==> config.mk <==
export PLATFORM = sky130hd
export DESIGN_NAME = bvpd_ctrl
export DESIGN_NICKNAME = d
export VERILOG_FILES = /design/src/bvpd_pkg.sv /design/src/bvpd_ctrl.sv
export SDC_FILE = /design/constraint.sdc
export NUM_CORES = 1
export LEC_CHECK = 0
export ABC_CLOCK_PERIOD_IN_PS = 1100
export BUFFER_PORTS_ARGS = -buffer_cell sky130_fd_sc_hd__buf_2
export CAP_MARGIN = 20
export CORE_AREA = 2 2 39 41
export CTS_CLUSTER_SIZE = 40
export DETAILED_ROUTE_END_ITERATION = 8
export DIE_AREA = 0 0 41 43
export PLACE_DENSITY = 0.51
export SLEW_MARGIN = 10
export SYNTH_ARGS = -nofsm -noshare
export SYNTH_HDL_FRONTEND = slang
export SYNTH_SLANG_ARGS = --single-unit
==> constraint.sdc <==
create_clock -name clk -period 1.1 [get_ports clk]
set_clock_uncertainty 0.1 [all_clocks]
set_input_delay 0.055 -clock clk [delete_from_list [all_inputs] [get_ports clk]]
set_output_delay 0.055 -clock clk [all_outputs]
set_load 0.05 [all_outputs]
==> src/bvpd_pkg.sv <==
`timescale 1ns / 1ps
package bvpd_pkg;

  localparam int MAX_SAMPLES_DEF = 1024;
  localparam int SAMPLE_W        = 16;
  localparam int THR_W           = 32;
  localparam int TOTAL_W         = 11;

  typedef struct packed {
    logic signed [SAMPLE_W-1:0] sample;
    logic                       last;
  } in_word_t;

  typedef struct packed {
    logic                       peak;
    logic signed [SAMPLE_W-1:0] mean;
    logic [THR_W-1:0]           power;
    logic [TOTAL_W-1:0]         sample_total;
    logic                       overflowed;
  } out_word_t;

  // Controller to datapath commands.
  typedef struct packed {
    logic load;
    logic mean_go;
    logic mean_cap;
    logic pass_rd;
    logic pow_go;
    logic emit;
  } dp_cmd_t;

  // Datapath to controller status.
  typedef struct packed {
    logic div_busy;
    logic rd_last;
    logic pipe_empty;
  } dp_sts_t;

endpackage

==> src/bvpd_ctrl.sv <==
`timescale 1ns / 1ps
module bvpd_ctrl (
  input  logic              clk,
  input  logic              rst_n,
  input  logic              in_valid,
  input  logic              in_last,
  output logic              in_stall,
  output logic              out_valid,
  input  logic              out_stall,
  input  bvpd_pkg::dp_sts_t sts,
  output bvpd_pkg::dp_cmd_t cmd
);
  import bvpd_pkg::*;

  typedef enum logic [2:0] {
    S_LOAD,
    S_MEAN_GO,
    S_MEAN_WAIT,
    S_PASS,
    S_DRAIN,
    S_POW_GO,
    S_POW_WAIT,
    S_EMIT
  } state_t;

  state_t state_r;
  logic   out_valid_r;
  logic   out_free;

  assign out_free = !out_valid_r || !out_stall;

  always_comb begin
    cmd          = '0;
    cmd.load     = (state_r == S_LOAD) && in_valid;
    cmd.mean_go  = (state_r == S_MEAN_GO);
    cmd.mean_cap = (state_r == S_MEAN_WAIT) && !sts.div_busy;
    cmd.pass_rd  = (state_r == S_PASS);
    cmd.pow_go   = (state_r == S_POW_GO);
    cmd.emit     = (state_r == S_EMIT) && out_free;
  end

  always_ff @(posedge clk) begin
    if (!rst_n) begin
      state_r     <= S_LOAD;
      out_valid_r <= 1'b0;
    end else begin
      // Raise the result on hand-off; otherwise drop it once taken.
      if (cmd.emit) begin
        out_valid_r <= 1'b1;
      end else if (out_valid_r && !out_stall) begin
        out_valid_r <= 1'b0;
      end
      unique case (state_r)
        S_LOAD: begin
          if (in_valid && in_last) begin
            state_r <= S_MEAN_GO;
          end
        end
        S_MEAN_GO: begin
          state_r <= S_MEAN_WAIT;
        end
        S_MEAN_WAIT: begin
          if (!sts.div_busy) begin
            state_r <= S_PASS;
          end
        end
        S_PASS: begin
          if (sts.rd_last) begin
            state_r <= S_DRAIN;
          end
        end
        S_DRAIN: begin
          if (sts.pipe_empty) begin
            state_r <= S_POW_GO;
          end
        end
        S_POW_GO: begin
          state_r <= S_POW_WAIT;
        end
        S_POW_WAIT: begin
          if (!sts.div_busy) begin
            state_r <= S_EMIT;
          end
        end
        S_EMIT: begin
          if (out_free) begin
            state_r <= S_LOAD;
          end
        end
        default: begin
          state_r <= S_LOAD;
        end
      endcase
    end
  end

  assign in_stall  = (state_r != S_LOAD);
  assign out_valid = out_valid_r;
endmodule

# Yosys cells after proc, flatten, opt, wreduce, memory -nomap -nowiden
# Index checks and enable logic that the tools add are counted.
# W data, S select, Z words.
op_classes:
  n_eq_ne: 13
  muxes: 9
  reduce_logical: 13
op_table:
  columns: ["cell", "n"]
  rows:
  - ["$pmux W3 S8", 1]
  - ["$mux W3", 6]
  - ["$eq A3 B3 Y1 const B", 4]
  - ["$ne A2 B2 Y1 const B", 5]
  - ["$eq A3 B2 Y1 const B", 2]
  - ["$reduce_and A6 Y1", 1]
  - ["$logic_and A1 B1 Y1", 5]
  - ["$eq A3 B1 Y1 const B", 1]
  - ["$logic_not A1 Y1", 3]
  - ["$logic_not A3 Y1", 1]
  - ["$reduce_bool A3 Y1", 1]
  - ["$mux W1", 2]
  - ["$ne A2 B1 Y1 const B", 1]
  - ["$reduce_bool A2 Y1", 1]
  - ["$logic_or A1 B1 Y1", 1]
word_totals:
  reg_bits: 4
  wordCells: 37
  out_inout_bits: 8

# Logic depth before layout (Yosys ltp)
logic_depth:
  word_depth: 4
  depth_mapped: 4

# Least setup slack after synthesis
# OpenSTA, ideal clock, no wires.
synth_path:
  kind: "register to output"
  start: "register state_r[0]"
  end: "output cmd[3] in the netlist's numbering"
  path_stages_with_launch: 3
  arrival_ns: 2.089
  slack_ns: -1.144
  required_ns: 0.945
  path_buffers: 1
  cell_sequence: "dfxtp_1 -> buf_2 -> nor4b_1"
synth_lines:
  columns: ["item", "line_no", "text"]
  rows:
  - ["start: declaration", "bvpd_ctrl.sv:26", "state_t state_r;"]
  - ["start signal: assignment", "bvpd_ctrl.sv:44", "state_r <= S_LOAD;"]
  - ["start signal: assignment", "bvpd_ctrl.sv:56", "state_r <= S_MEAN_GO;"]
  - ["start signal: assignment", "bvpd_ctrl.sv:60", "state_r <= S_MEAN_WAIT;"]
  - ["end: declaration", "bvpd_ctrl.sv:11", "output bvpd_pkg::dp_cmd_t cmd"]

==> out/qor.txt <==
failing checks = setup timing
Slew @ Worst Pin = 0.2012 ns
final instance area = 678.2 um2
Worst-Skew Late Latency = 0.23 ns
Setup crit end kind = output pin
root buf cell = clkbuf_4
first-pass GRT wire length = 1.483 mm
clk slew on worst S/H paths = 0.04 ns
Max Freq = 754.4 MHz
H-tree depth = 1
Worst Path Arrival = 1.17 ns
final setup vio count = 9
die height = 43 um
Leak = 0.2944 nW
die area = 1763 um2
FF+latch count, synth = 4
Synth Warn # = 0
Port Buf Inserts = 15
post-DP HPWL = 576.4 um
number of distinct library cells after synthesis = 17
CTS max path bufs = 2
Sink Count = 4
DP Area = 484.2 um2
Fill cells = 133
GRT overflow = 0
Synth Net Count = 39
CP max FO = 6
Adder-Cell Fraction of Synth Area = 0%
CTS buffer count = 3
RSZ-0062 raised after global routing = yes
chip width = 41 um
max cap viols = 0
critical path class = register to output pin
XOR/XNOR Fraction of Synth Area = 0%
worst hold path class = primary input to register
I/O pin count = 16
commonest cells after routing, fill and taps aside = buf_4 (12), buf_6 (9), buf_2 (7)
initial antenna violation count = 0
Core Footprint = 1384 um2
Tot GR Track Use = 12.58%
Initial Util = 17.45%
# diodes = 0
DRT Wirelength = 899 um
Pins Over Slew Limit = 0
# DRC = 0
gp weighted congestion = 0.7064
post-synthesis mux area share = 0%
worst setup margin = -0.2256 ns
drt first pass iters = 4
fraction of layout cells with a size suffix above 1 = 78.79%
Avg WL per Cell = 10.96 um
slew margin rel. = 86.53%
Syn Inst Count = 31
Hold Fails Final Rpt = 0
final core occ = 49.01%
row cnt = 14
post-synthesis compound-gate area fraction = 26.42%
via count of the first global-routing pass = 366
most common cell after layout, fill and taps aside = buf_4
outcome = finished with violations
Seq/Total Area, Yosys = 33.16%
Worst EP required = 0.94 ns
Synth Cell Area = 241.5 um2
largest net degree at the start of global routing = 9
crit share post-route = 120.5%
NumNets Final = 76
vias per cell = 4.341
syn avg cell area = 7.790 um2
Vias = 356
ANT nets after route = 0
VDD IR-drop max = 0.5338 mV
CTS tree = built
Final Critical Period = 1.326 ns
Area Overhead vs Synth = 180.8%
Cell Pwr Density = 1316 nW/um2
DRT iter0 DRCs = 5
crit path launch type = register
Synth Area in Simple Gates = 30.05%
largest family of logic cells by synthesized area = simple AND/OR/NAND/NOR gates
[logic make-up (layout without fill, tap and decap cells)]
family / Yosys count / after routing
and+or+nand+nor: 13 / 13
buffers and inverters: 6 / 41
DFF: 4 / 4
AOI/OAI and AO/OA: 8 / 8
[final cells by class]
type	count	area [um2]	area share, %
multi-input combinational	21	211.5	31.18
clock buffer	3	22.52	3.321
timing repair buffer	34	311.5	45.94
inverter	4	17.52	2.583
sequential	4	95.09	14.02
tap	16	20.02	2.952
[worst max-delay path: stages, from the launching register on]
cell     delay (ns)
dfxtp_4        0.36
buf_6          0.12
nor4b_4        0.27
buf_6          0.19
[sequential cells by signal (all words and copies together), names as in the netlist]
signal,flops
out_valid,1
state_r,3
[metal layers]
metal  wire length, um  up-vias  GRT usage (%)
li1                  -      181              -
met1               366      161          14.89
met2               472       12          19.06
met3                55        2          1.571
met4                 5        0          10.00
met5                 0        -              0
[through the flow]
stage / std cells / worst slack (ns) / power (W) / hold WS [ns] / setup TNS [ns]
6_report: 82 / -0.2256 / 0.0008928 / 0.02405 / -1.346
5_1_grt: 82 / -0.2905 / 0.0009528 / 0.04073 / -1.808
4_1_cts: 79 / -0.2470 / 0.0008881 / 0.01733 / -1.466
3_5_place_dp: 69 / -0.1411 / 0.0005706 / 0.2267 / -0.9347
3_3_place_gp: 69 / -0.1124 / 0.0005677 / 0.2234 / -0.6873
2_1_floorplan: 31 / -0.09669 / 0.0004671 / 0.08010 / -0.2571
[Yosys cell counts]
library cell  instances  area [um2]
nor2_1                2       7.510
nand2_1               2       7.510
nand3_1               1       5.000
nor3b_1               2       15.01
nor3_1                2       10.01
a221oi_2              1       15.01
dfxtp_1               4       80.08
buf_2                 2       10.01
inv_1                 4       15.01
o21ai_0               2       10.01
o221ai_2              1       15.01
and2_1                1       6.260
a31oi_1               1       6.260
a211oi_1              1       7.510
nor4b_1               1       8.760
a21oi_1               2       10.01
and3_1                2       12.51
[worst paths after layout]
path / startpoint / endpoint / slack [ns] / depth (start not counted)
worst max-delay path: state_r[0]$_SDFFE_PN0P_ / cmd[3] / -0.23 / 3
worst min-delay path: rst_n / out_valid$_SDFFE_PN0P_ / 0.02 / 3
worst max register to register: state_r[1]$_SDFFE_PN0P_ / state_r[0]$_SDFFE_PN0P_ / -0.12 / 4
worst min register to register: state_r[0]$_SDFFE_PN0P_ / out_valid$_SDFFE_PN0P_ / 0.48 / 2
[report_power, final]
group          internal (W)  total [W]  switching (W)  leakage, nW
Clock              0.000122   0.000181      0.0000587       0.0138
Combinational      0.000266   0.000509       0.000243        0.245
Sequential         0.000164   0.000203      0.0000393       0.0356
Total              0.000552   0.000893       0.000341        0.294
[timing repair]
item,CTS,global route
hold endpoints to repair,2,0
setup endpoints to repair,11,9
pin swaps,5,1
resized for setup,26,0
hold buffers,3,0
setup buffers,4,3
No activity file was read; power rests on OpenSTA's default activity.
